$ cat src/design/psfp_pkg.sv
// Shared constants, types and codes of the particle sensor frame parser.
`default_nettype none
package psfp_pkg;

  localparam int WORD_COUNT = 15;
  localparam int FRAME_LEN  = 2 + 2 * WORD_COUNT;
  localparam int SUM_LEN    = 2 * WORD_COUNT;
  localparam int POS_W      = $clog2(FRAME_LEN + 1);
  localparam int IDX_W      = $clog2(WORD_COUNT);
  localparam int MEM_DEPTH  = WORD_COUNT - 1;
  localparam int ADDR_W     = (MEM_DEPTH > 1) ? $clog2(MEM_DEPTH) : 1;
  localparam int WI_W       = 4;

  localparam logic [7:0] START_BYTE = 8'h42;

  typedef enum logic [1:0] {
    ST_OK       = 2'd0,
    ST_BAD_START = 2'd1,
    ST_MISMATCH = 2'd2
  } frame_status_e;

  typedef struct packed {
    logic             byte_en;
    logic             rd_en;
    logic             out_load;
    logic             last;
    logic [IDX_W-1:0] idx;
  } psfp_cmd_t;

  typedef struct packed {
    logic frame_end;
    logic out_free;
  } psfp_sts_t;

endpackage
`default_nettype wire

$ cat src/design/psfp_dp.sv
// Datapath: byte position, running sum, word assembly, word store and output register.
`default_nettype none
module psfp_dp
  import psfp_pkg::*;
(
  input  wire logic        clk_i,
  input  wire logic        rst_ni,
  input  wire psfp_cmd_t   cmd_i,
  output psfp_sts_t        sts_o,
  input  wire logic [7:0]  rx_byte_i,
  input  wire logic        frame_start_i,
  input  wire logic        m_tready_i,
  output logic             m_tvalid_o,
  output logic [23:0]      m_tdata_o,
  output logic             m_tlast_o
);

  logic [POS_W-1:0] pos_q, pos_d;
  logic [15:0]      sum_q, sum_d;
  logic             ok_q, ok_d;
  logic [7:0]       pend_q, pend_d;
  logic [15:0]      chk_q;
  frame_status_e    status_q;
  logic [15:0]      rdata_q;
  logic [15:0]      mem [MEM_DEPTH];

  logic             valid_q;
  logic [23:0]      data_q;
  logic             last_q;

  localparam logic [POS_W-1:0] LastPos = POS_W'(FRAME_LEN - 1);
  localparam logic [POS_W-1:0] SumEnd  = POS_W'(SUM_LEN);
  localparam logic [POS_W-1:0] EndPos  = POS_W'(FRAME_LEN);

  logic             active;
  logic             wr_en;
  logic [POS_W-1:0] wofs;
  logic [15:0]      word;
  logic [15:0]      out_val;

  assign active = cmd_i.byte_en && !frame_start_i && (pos_q < EndPos);
  assign wofs   = (pos_q - POS_W'(3)) >> 1;
  assign word   = {pend_q, rx_byte_i};
  assign wr_en  = active && pos_q[0] && (pos_q >= POS_W'(3)) && (pos_q != LastPos);

  assign sts_o.frame_end = !frame_start_i && (pos_q == LastPos);
  assign sts_o.out_free  = !valid_q || m_tready_i;

  always_comb begin
    pos_d  = pos_q;
    sum_d  = sum_q;
    ok_d   = ok_q;
    pend_d = pend_q;
    if (cmd_i.byte_en && frame_start_i) begin
      ok_d   = (rx_byte_i == START_BYTE);
      sum_d  = {8'd0, rx_byte_i};
      pend_d = 8'd0;
      pos_d  = POS_W'(1);
    end else if (active) begin
      pos_d = pos_q + POS_W'(1);
      if (pos_q < SumEnd) sum_d = sum_q + {8'd0, rx_byte_i};
      if (!pos_q[0] && (pos_q >= POS_W'(2))) pend_d = rx_byte_i;
    end
  end

  always_ff @(posedge clk_i or negedge rst_ni) begin
    if (!rst_ni) begin
      pos_q  <= EndPos;
      sum_q  <= '0;
      ok_q   <= 1'b0;
      pend_q <= '0;
    end else begin
      pos_q  <= pos_d;
      sum_q  <= sum_d;
      ok_q   <= ok_d;
      pend_q <= pend_d;
    end
  end

  // checksum word and frame status, captured on the final byte
  always_ff @(posedge clk_i) begin
    if (active && (pos_q == LastPos)) begin
      chk_q <= word;
      if (!ok_q) status_q <= ST_BAD_START;
      else if (sum_q != word) status_q <= ST_MISMATCH;
      else status_q <= ST_OK;
    end
  end

  always_ff @(posedge clk_i) begin
    if (wr_en) mem[ADDR_W'(wofs)] <= word;
  end

  always_ff @(posedge clk_i) begin
    if (cmd_i.rd_en) rdata_q <= mem[ADDR_W'(cmd_i.idx)];
  end

  always_comb begin
    out_val = cmd_i.last ? chk_q : rdata_q;
    if (status_q == ST_BAD_START) out_val = 16'd0;
  end

  always_ff @(posedge clk_i or negedge rst_ni) begin
    if (!rst_ni) begin
      valid_q <= 1'b0;
    end else if (cmd_i.out_load) begin
      valid_q <= 1'b1;
    end else if (m_tready_i) begin
      valid_q <= 1'b0;
    end
  end

  always_ff @(posedge clk_i) begin
    if (cmd_i.out_load) begin
      data_q <= {2'b00, status_q, out_val, WI_W'(cmd_i.idx)};
      last_q <= cmd_i.last;
    end
  end

  assign m_tvalid_o = valid_q;
  assign m_tdata_o  = data_q;
  assign m_tlast_o  = last_q;

endmodule
`default_nettype wire

$ cat src/design/psfp_ctrl.sv
// Controller: byte intake and word-by-word emission sequencing.
`default_nettype none
module psfp_ctrl
  import psfp_pkg::*;
(
  input  wire logic      clk_i,
  input  wire logic      rst_ni,
  input  wire logic      s_tvalid_i,
  output logic           s_tready_o,
  input  wire psfp_sts_t sts_i,
  output psfp_cmd_t      cmd_o
);

  localparam logic [1:0] S_RECV = 2'd0;
  localparam logic [1:0] S_RD   = 2'd1;
  localparam logic [1:0] S_WR   = 2'd2;

  localparam logic [IDX_W-1:0] LastIdx = IDX_W'(WORD_COUNT - 1);

  logic [1:0]       state_q, state_d;
  logic [IDX_W-1:0] idx_q, idx_d;
  logic             accept;

  assign s_tready_o = (state_q == S_RECV);
  assign accept     = s_tvalid_i && s_tready_o;

  always_comb begin
    state_d        = state_q;
    idx_d          = idx_q;
    cmd_o.byte_en  = accept;
    cmd_o.rd_en    = 1'b0;
    cmd_o.out_load = 1'b0;
    cmd_o.last     = (idx_q == LastIdx);
    cmd_o.idx      = idx_q;
    unique case (state_q)
      S_RECV: begin
        if (accept && sts_i.frame_end) begin
          state_d = S_RD;
          idx_d   = '0;
        end
      end
      S_RD: begin
        cmd_o.rd_en = (idx_q != LastIdx);
        state_d     = S_WR;
      end
      S_WR: begin
        if (sts_i.out_free) begin
          cmd_o.out_load = 1'b1;
          if (idx_q == LastIdx) begin
            state_d = S_RECV;
          end else begin
            idx_d   = idx_q + IDX_W'(1);
            state_d = S_RD;
          end
        end
      end
      default: state_d = S_RECV;
    endcase
  end

  always_ff @(posedge clk_i or negedge rst_ni) begin
    if (!rst_ni) begin
      state_q <= S_RECV;
      idx_q   <= '0;
    end else begin
      state_q <= state_d;
      idx_q   <= idx_d;
    end
  end

  a_load_free: assert property (@(posedge clk_i) disable iff (!rst_ni)
    cmd_o.out_load |-> sts_i.out_free)
    else $error("output loaded while occupied");

  a_end_stalls: assert property (@(posedge clk_i) disable iff (!rst_ni)
    (accept && sts_i.frame_end) |=> (!s_tready_o && idx_q == '0))
    else $error("emission did not start at word zero");

  a_last_resumes: assert property (@(posedge clk_i) disable iff (!rst_ni)
    (cmd_o.out_load && cmd_o.last) |=> s_tready_o)
    else $error("intake not resumed after last word");

  a_read_before_load: assert property (@(posedge clk_i) disable iff (!rst_ni)
    cmd_o.out_load |-> $past(state_q) == S_RD || $past(state_q) == S_WR)
    else $error("load without preceding read");

endmodule
`default_nettype wire

$ cat src/design/particle_sensor_frame_parser.sv
// Top level of the particle sensor frame parser.
// Input stream: one sensor byte per item in s_axis_tdata_i[7:0]; s_axis_tuser_i
// high marks byte 0 of a frame and restarts parsing, dropping any partial frame.
// Bytes outside a frame are accepted and ignored.
// Output stream: on the final byte of a frame, WORD_COUNT items (15) are sent,
// one per decoded big-endian word, word_index 0 first; tlast marks the checksum
// word. Every item carries the frame status (ok, bad start byte with zeroed
// words, checksum mismatch).
// Rate: a byte is taken every cycle while receiving. After the final byte the
// intake is held off while the word store is read back, word by word: a store
// read (S_RD), then an output register load (S_WR). A stalled receiver holds
// each word in S_WR, since each word waits for the output register.
// Intake resumes as soon as the last word sits in the output register.
// Reset: idle, waiting for a frame start, output empty.
`default_nettype none
module particle_sensor_frame_parser
  import psfp_pkg::*;
(
  input  wire logic        clk_i,
  input  wire logic        rst_ni,
  input  wire logic        s_axis_tvalid_i,
  output logic             s_axis_tready_o,
  input  wire logic [7:0]  s_axis_tdata_i,   // [7:0] rx_byte
  input  wire logic        s_axis_tuser_i,   // [0] frame_start
  output logic             m_axis_tvalid_o,
  input  wire logic        m_axis_tready_i,
  output logic [23:0]      m_axis_tdata_o,   // [3:0] word_index, [19:4] word_value,
                                             // [21:20] frame_status, [23:22] zero
  output logic             m_axis_tlast_o    // last_word
);

  psfp_cmd_t cmd;
  psfp_sts_t sts;

  psfp_ctrl u_ctrl (
    .clk_i      (clk_i),
    .rst_ni     (rst_ni),
    .s_tvalid_i (s_axis_tvalid_i),
    .s_tready_o (s_axis_tready_o),
    .sts_i      (sts),
    .cmd_o      (cmd)
  );

  psfp_dp u_dp (
    .clk_i         (clk_i),
    .rst_ni        (rst_ni),
    .cmd_i         (cmd),
    .sts_o         (sts),
    .rx_byte_i     (s_axis_tdata_i),
    .frame_start_i (s_axis_tuser_i),
    .m_tready_i    (m_axis_tready_i),
    .m_tvalid_o    (m_axis_tvalid_o),
    .m_tdata_o     (m_axis_tdata_o),
    .m_tlast_o     (m_axis_tlast_o)
  );

endmodule
`default_nettype wire

$ cat config.mk
export PLATFORM = sky130hd
export DESIGN_NAME = particle_sensor_frame_parser
export DESIGN_NICKNAME = d
export VERILOG_FILES = /design/src/design/psfp_pkg.sv /design/src/design/psfp_dp.sv /design/src/design/psfp_ctrl.sv /design/src/design/particle_sensor_frame_parser.sv
export SDC_FILE = /design/constraint.sdc
export NUM_CORES = 1
export LEC_CHECK = 0
export ABC_AREA = 1
export BUFFER_PORTS_ARGS = -buffer_cell sky130_fd_sc_hd__buf_2
export CAP_MARGIN = 20
export CORE_ASPECT_RATIO = 2
export CORE_MARGIN = 5
export CORE_UTILIZATION = 65
export DETAILED_ROUTE_END_ITERATION = 7
export PLACE_DENSITY = 0.83
export SLEW_MARGIN = 20
export SYNTH_ARGS = -nofsm -noshare
export SYNTH_HDL_FRONTEND = slang
export SYNTH_SLANG_ARGS = --single-unit
$ cat constraint.sdc
create_clock -name clk_i -period 3.5 [get_ports clk_i]
set_input_delay 0.175 -clock clk_i [delete_from_list [all_inputs] [get_ports clk_i]]
set_output_delay 0.175 -clock clk_i [all_outputs]
set_load 0.01 [all_outputs]
# After elaboration in Yosys (flattened, before gate mapping)
# Memory sizes are Yosys's and may differ from the RTL's. A register that Yosys moved wholly into a read port is not among the register bits.
# Index checks and enable logic that the tools add are counted.
[word_totals]
register_bits = 79
latch_bits = 0
mem_bits_rw = 224
romBits = 0
inputBits = 13
out_inout_bits = 27
word_cells = 83
n_memories = 1
[op_classes]
addsub = 4
mul = 0
div = 0
order_cmp = 4
n_eq_ne = 12
shift = 0
n_mux = 25
n_bitwise = 0
reduce_logical = 25
[mem_list]
columns = ["memory", "words", "width", "rd", "rd_clocked_by_memory_dff", "write_ports", "line_no", "source"]
rows = [
  ["u_dp.mem", 14, 16, 1, 1, 1, "psfp_dp.sv:25", "logic [15:0] mem [MEM_DEPTH];"],
]
[ops]
columns = ["operator", "n"]
rows = [
  ["16-bit 2-to-1 mux", 4],
  ["8-bit 2-to-1 mux", 3],
  ["16-bit by 8-bit adder with 16-bit output", 1],
  ["16-bit inequality test", 1],
  ["6-bit by 2-bit >= comparator with 1-bit output, second input constant", 2],
  ["4-bit 2-to-1 mux", 3],
  ["6-bit 2-to-1 mux", 2],
  ["1-bit logical AND", 11],
  ["2-bit nonzero test", 5],
  ["8-bit by 7-bit == test with 1-bit output, second input constant", 1],
  ["1-bit 2-to-1 mux", 8],
  ["4-bit case mux with 2 select lines", 1],
  ["6-bit by 1-bit adder with 6-bit output, second input constant", 1],
  ["6-bit by 5-bit == test with 1-bit output, second input constant", 1],
  ["6-bit by 5-bit less-than comparator with 1-bit output, second input constant", 1],
  ["6-bit less-than comparator, second input constant", 1],
  ["2-bit 2-to-1 mux", 3],
  ["2-bit inequality test, second input constant", 3],
  ["6-bit by 5-bit inequality test with 1-bit output, second input constant", 1],
  ["2-bit case mux with 3 select lines", 1],
  ["2-bit AND reduction", 3],
  ["5-bit by 2-bit subtractor with 5-bit output, second input constant", 1],
  ["4-bit by 1-bit adder with 4-bit output, second input constant", 1],
  ["2-bit by 1-bit == test with 1-bit output, second input constant", 2],
  ["other kinds (7)", 9],
]

# Logic depth before layout (Yosys ltp)
[logic_depth]
depth_word = 9
ltp_mapped = 11
depth_no_buf = 11

# Modules after synthesis
# A second synthesis with hierarchy kept.
[unflattened]
cells_unflattened = 1155
area_unflattened_um2 = 13409.1
[modules_own_cells]
columns = ["mod", "instances", "cells_per_inst", "area_each_um2", "seq_area_each_um2"]
rows = [
  ["psfp_dp", 1, 1102, 13002.5, 9240.1],
  ["psfp_ctrl", 1, 53, 406.6, 150.1],
]

# Least setup slack after synthesis
# No wires, ideal clock.
[synth_path]
path_type = "register to register"
startpoint = "register u_ctrl.state_q[0]"
endpoint = "memory u_dp.mem[0][0], enable pin"
setup_time_ns = 0.388
arrival_time_ns = 1.985
t_required_ns = 3.112
setup_slack_ns = 1.126
path_stages_with_launch = 9
n_path_buf = 1
synth_period_minus_slack_ns = 2.374
cell_sequence = "dfrtp_1 nor2_4 nand2_4 nor2_4 buf_6 inv_6 nor3_4 nand3_2 nor2_1"
[synth_between]
elab_chain_len = 9
[synth_rtl]
columns = ["element", "line_no", "source"]
rows = [
  ["from (decl)", "psfp_ctrl.sv:20", "logic [1:0] state_q, state_d;"],
  ["from (signal assigned)", "psfp_ctrl.sv:66", "state_q <= state_d;"],
  ["2-bit logical NOT", "psfp_ctrl.sv:24", "assign s_tready_o = (state_q == S_RECV);"],
  ["via s_axis_tready_o", "particle_sensor_frame_parser.sv:22", "output logic s_axis_tready_o,"],
  ["1-bit logical AND", "psfp_ctrl.sv:25", "assign accept = s_tvalid_i && s_tready_o;"],
  ["1-bit logical AND (2 in series)", "psfp_dp.sv:41", "assign active = cmd_i.byte_en && !frame_start_i && (pos_q < EndPos);"],
  ["1-bit logical AND (3 in series)", "psfp_dp.sv:44", "assign wr_en = active && pos_q[0] && (pos_q >= POS_W'(3)) && (pos_q != LastPos);"],
  ["1-bit 2-to-1 mux", "psfp_dp.sv:91", "if (wr_en) mem[ADDR_W'(wofs)] <= word;"],
  ["1-bit 2-to-1 mux (implied by the code)", "psfp_dp.sv:91", ""],
  ["to (decl)", "psfp_dp.sv:25", ""],
]
# The timed path passes the listed nets, and every way through them passes these cells.

# Final worst setup path
[layout_path]
startpoint = "register u_ctrl.state_q[0]"
endpoint = "memory u_dp.mem[4][8], enable pin"
[layout_between]
elab_chain_len = 9
[layout_rtl]
columns = ["element", "line_no"]
rows = [
  ["2-bit logical NOT", "psfp_ctrl.sv:24"],
  ["1-bit logical AND", "psfp_ctrl.sv:25"],
  ["1-bit logical AND (2 in series)", "psfp_dp.sv:41"],
  ["1-bit logical AND (3 in series)", "psfp_dp.sv:44"],
  ["1-bit 2-to-1 mux", "psfp_dp.sv:91"],
  ["1-bit 2-to-1 mux (implied by the code)", "psfp_dp.sv:91"],
]
# No other way between the ends.

==> results.sh <==
export IMPL_dpl_hpwl_mm=20.1
export IMPL_r2r_start="u_ctrl.state_q[0]"
export IMPL_synth_seq_area_share_pct=70.0
export IMPL_layout_nets=1230
export IMPL_dpl_cell_area_um2=13900
export IMPL_routed_via_density=6.19
export IMPL_maxSlewHeadroom_pct=28.8
export IMPL_synth_top_area_share_pct=62.9
export IMPL_drv_cap=0
export IMPL_antenna_found_initial=0
export IMPL_avgSynthCellArea_um2=11.5
export IMPL_place_ws_ns=1.24
export IMPL_skew_ns=0.0194
export IMPL_clkTransAtPathRegs_ns=0.07
export IMPL_vdd_ir_drop_worst_mv=0.693
export IMPL_intPower_mw=7.34
export IMPL_post_drt_wl_per_cell_um=21.8
export IMPL_synth_most_common_cell="edfxtp_1"
export IMPL_min_delay_start="s_axis_tvalid_i"
export IMPL_leakagePower_nw=5.54
export IMPL_firstDrtPassIters=5
export IMPL_core_area_um2=20400
export IMPL_grt_pass1_vias=9528
export IMPL_die_area_um2=23800
export IMPL_max_clock_freq_ghz=0.432
export IMPL_async_flop_share_pct=11.9
export IMPL_syn_area_um2=13400
export IMPL_die_y_um=213
export IMPL_path_cells="nor2_4 -> nand2_4 -> nor2_4 -> inv_6 -> nor3_4 -> nand3_2 -> nor2_1 -> buf_4"
export IMPL_power_total_mw=11.3
export IMPL_netlist_instances=1166
export IMPL_yosysWarnings=0
export IMPL_comb_power_share_pct=29.6
export IMPL_startpoint="u_ctrl.state_q[0]"
export IMPL_start_util_pct=65.8
export IMPL_layout_setup_ws_ns=1.19
export IMPL_grt_use_total_pct=28.0
export IMPL_tightest_slew_ns=1.06
export IMPL_cpMostUsedCell="nor2_4"
export IMPL_slowest_delay_ns=0.44
export IMPL_finalSetupViolCount=0
export IMPL_cts_made_buffers=26
export IMPL_ios=40
export IMPL_ys_types=42
export IMPL_fin_util_pct=72.4
export IMPL_antennaDiodeCount=0
export IMPL_cp_start_kind="flip-flop"
export IMPL_period_share_pct=66.1
export IMPL_drive_gt1_share_pct=10.1
export IMPL_wirelength_mm=32.5
export IMPL_synth_edf_count=281
export IMPL_cts_sinks=319
export IMPL_finalHoldViolCount=0
export IMPL_yosys_area_top_type="edfxtp_1"
export IMPL_vias=9222
export IMPL_power_density_nw_per_um2=769
export IMPL_path_class="reg -> reg"
export IMPL_io_buffers=37
export IMPL_cts_root_buf="clkbuf_16"
export IMPL_slowest_stage="dfrtp_1"
export IMPL_cts_htree_levels=1
export IMPL_clockBufferDepth=3
export IMPL_netlist_top_cells_count="edfxtp_1, nand2_1, nor2_1"
export IMPL_rows=74
export IMPL_gp_congestion=0.994
export IMPL_endpoint_kind="flip-flop"
export IMPL_fin_area_um2=14800
export IMPL_worst_hold_path_type="in -> reg"
export IMPL_worst_path_buf_inv=2
export IMPL_slew_viol_final=0
export IMPL_synth_top_flop_cell="edfxtp_1"
export IMPL_rsz0062_at_grt="false"
export IMPL_syn_to_final_growth_pct=10.1
export IMPL_route_detailed_drc=0
export IMPL_die_x_um=112
export IMPL_switchingPower_mw=4.01
export IMPL_grt_overflow=0
export IMPL_arrival_ns=2.51
export IMPL_synth_seq_cells=319
export IMPL_drt_iter0_markers=941
export IMPL_cts_tree="yes"
export IMPL_share_seq_of_total_power_pct=44.0
export IMPL_tns_ns=0
export IMPL_clkPwrFrac_pct=26.4
export IMPL_clock_latency_ns=0.55
export IMPL_nFillCells=1327
export IMPL_path_delay_family="simple AND/OR/NAND/NOR gates"
export IMPL_worstPathMaxFanout=16
export IMPL_p_sw_share_pct=35.3
export IMPL_synthTopCellsByArea="edfxtp_1, dfrtp_1, nand2_1"
export IMPL_grt_pass1_wl_mm=51.2
export IMPL_postRouteAntennaNets=0
export IMPL_cp_required_ns=3.70
export IMPL_grt_start_max_net_pins=141
export IMPL_status="complete, no violations"
export IMPL_post_route_min_period_ns=2.31
[repair_timing]
item	CTS	global route
hold endpoints to repair	38	0
hold buffers	2	0
setup buffers	0	0
resized for setup	0	0
[worst paths after layout]
| check | to | slack (ns) | depth (start not counted) |
|---|---|---|---|
| worst max-delay path | u_dp.mem[4][8] | 1.19 | 8 |
| worst min-delay path | u_dp.pos_q[5] | 0.05 | 4 |
| worst max register to register | u_dp.mem[4][8] | 1.19 | 8 |
| worst min register to register | u_dp.m_tdata_o[20] | 0.50 | 0 |
| max in group asynchronous | u_ctrl.idx_q[0] | 2.55 | 2 |
| min in group asynchronous | u_dp.sum_q[10] | 0.29 | 2 |
[power by group through the flow]
stage | clock [mW] | combinational, mW | sequential [mW]
floorplan | 0 | 2.31 | 4.95
global placement | 0 | 3.13 | 5.04
detailed placement | 0 | 3.26 | 5.06
CTS | 3.00 | 3.32 | 4.98
global route | 3.17 | 3.71 | 5.03
finish | 2.99 | 3.36 | 4.99
[flip-flops by register name, indices dropped and copies added (netlist names)]
name             flops
u_ctrl.idx_q         4
u_dp.chk_q          16
u_dp.sum_q          16
u_dp.mem           224
u_dp.ok_q            1
u_dp.m_tdata_o      22
u_dp.rdata_q        16
u_dp.status_q        2
u_dp.m_tvalid_o      1
u_dp.pos_q           6
u_dp.m_tlast_o       1
u_dp.pend_q          8
u_ctrl.state_q       2
[worst reg2reg max path, stage by stage, from the launching register on]
cell	delay, ns
dfrtp_1	0.44
nor2_4	0.14
nand2_4	0.08
nor2_4	0.32
inv_6	0.07
nor3_4	0.27
nand3_2	0.17
nor2_1	0.15
buf_4	0.35
[per-layer routing]
| layer | routed length, um | vias up | track usage [%] |
|---|---|---|---|
| li1 | - | 4159 | - |
| met1 | 10700 | 4390 | 31.7 |
| met2 | 17100 | 544 | 50.6 |
| met3 | 2540 | 129 | 3.01 |
| met4 | 2090 | 0 | 17.6 |
| met5 | 0 | - | 0 |
[area by class of cell]
cell class              instances  area (um^2)  share of cell area, %
clock inverters                13          138                  0.933
flip-flops and latches        319         9390                   63.7
multi-input cells             701         3400                   23.0
well taps                     266          333                   2.26
inverters                      94          360                   2.44
clock buffers                  35          736                   4.99
repair buffers                 63          398                   2.70
[cells in the final DEF, fill, tap and decap left out, types with 3 or more instances in the layout]
master	synthesis	routed
a21oi_1	39	39
buf_2	19	37
buf_4	5	23
bufinv_16	0	3
clkbuf_1	22	5
clkbuf_16	0	27
clkbuf_8	0	3
clkinv_1	1	5
clkinv_2	0	5
dfrtp_1	37	35
edfxtp_1	281	281
ha_1	11	11
inv_1	87	87
inv_2	5	4
nand2_1	203	203
nand3_1	37	37
nand3_2	4	4
nand4_1	5	5
nor2_1	159	159
nor3_1	3	3
o211ai_1	43	43
o21ai_0	138	138
o21ai_1	4	4
o22ai_1	26	26
or2_2	4	4
xor2_1	5	5
[per-stage QoR]
step	cells	hold WS (ns)
after floorplan	1167	-0.121
after global placement	1441	0.335
after detailed placement	1441	0.346
after CTS	1491	0.0391
after global routing	1491	0.0481
final	1491	0.0504
[cells by family after synthesis]
logic type	after synthesis	share of synthesized area, %
XOR/XNOR	6	0.392
AND/OR/NAND/NOR	423	12.9
other	1	0.0280
adder cells (fa/ha/maj)	12	1.18
AO/OA/AOI/OAI	258	10.8
flip-flops	319	70.0
buffers and inverters	147	4.64
No activity file was read; power rests on OpenSTA's default activity.
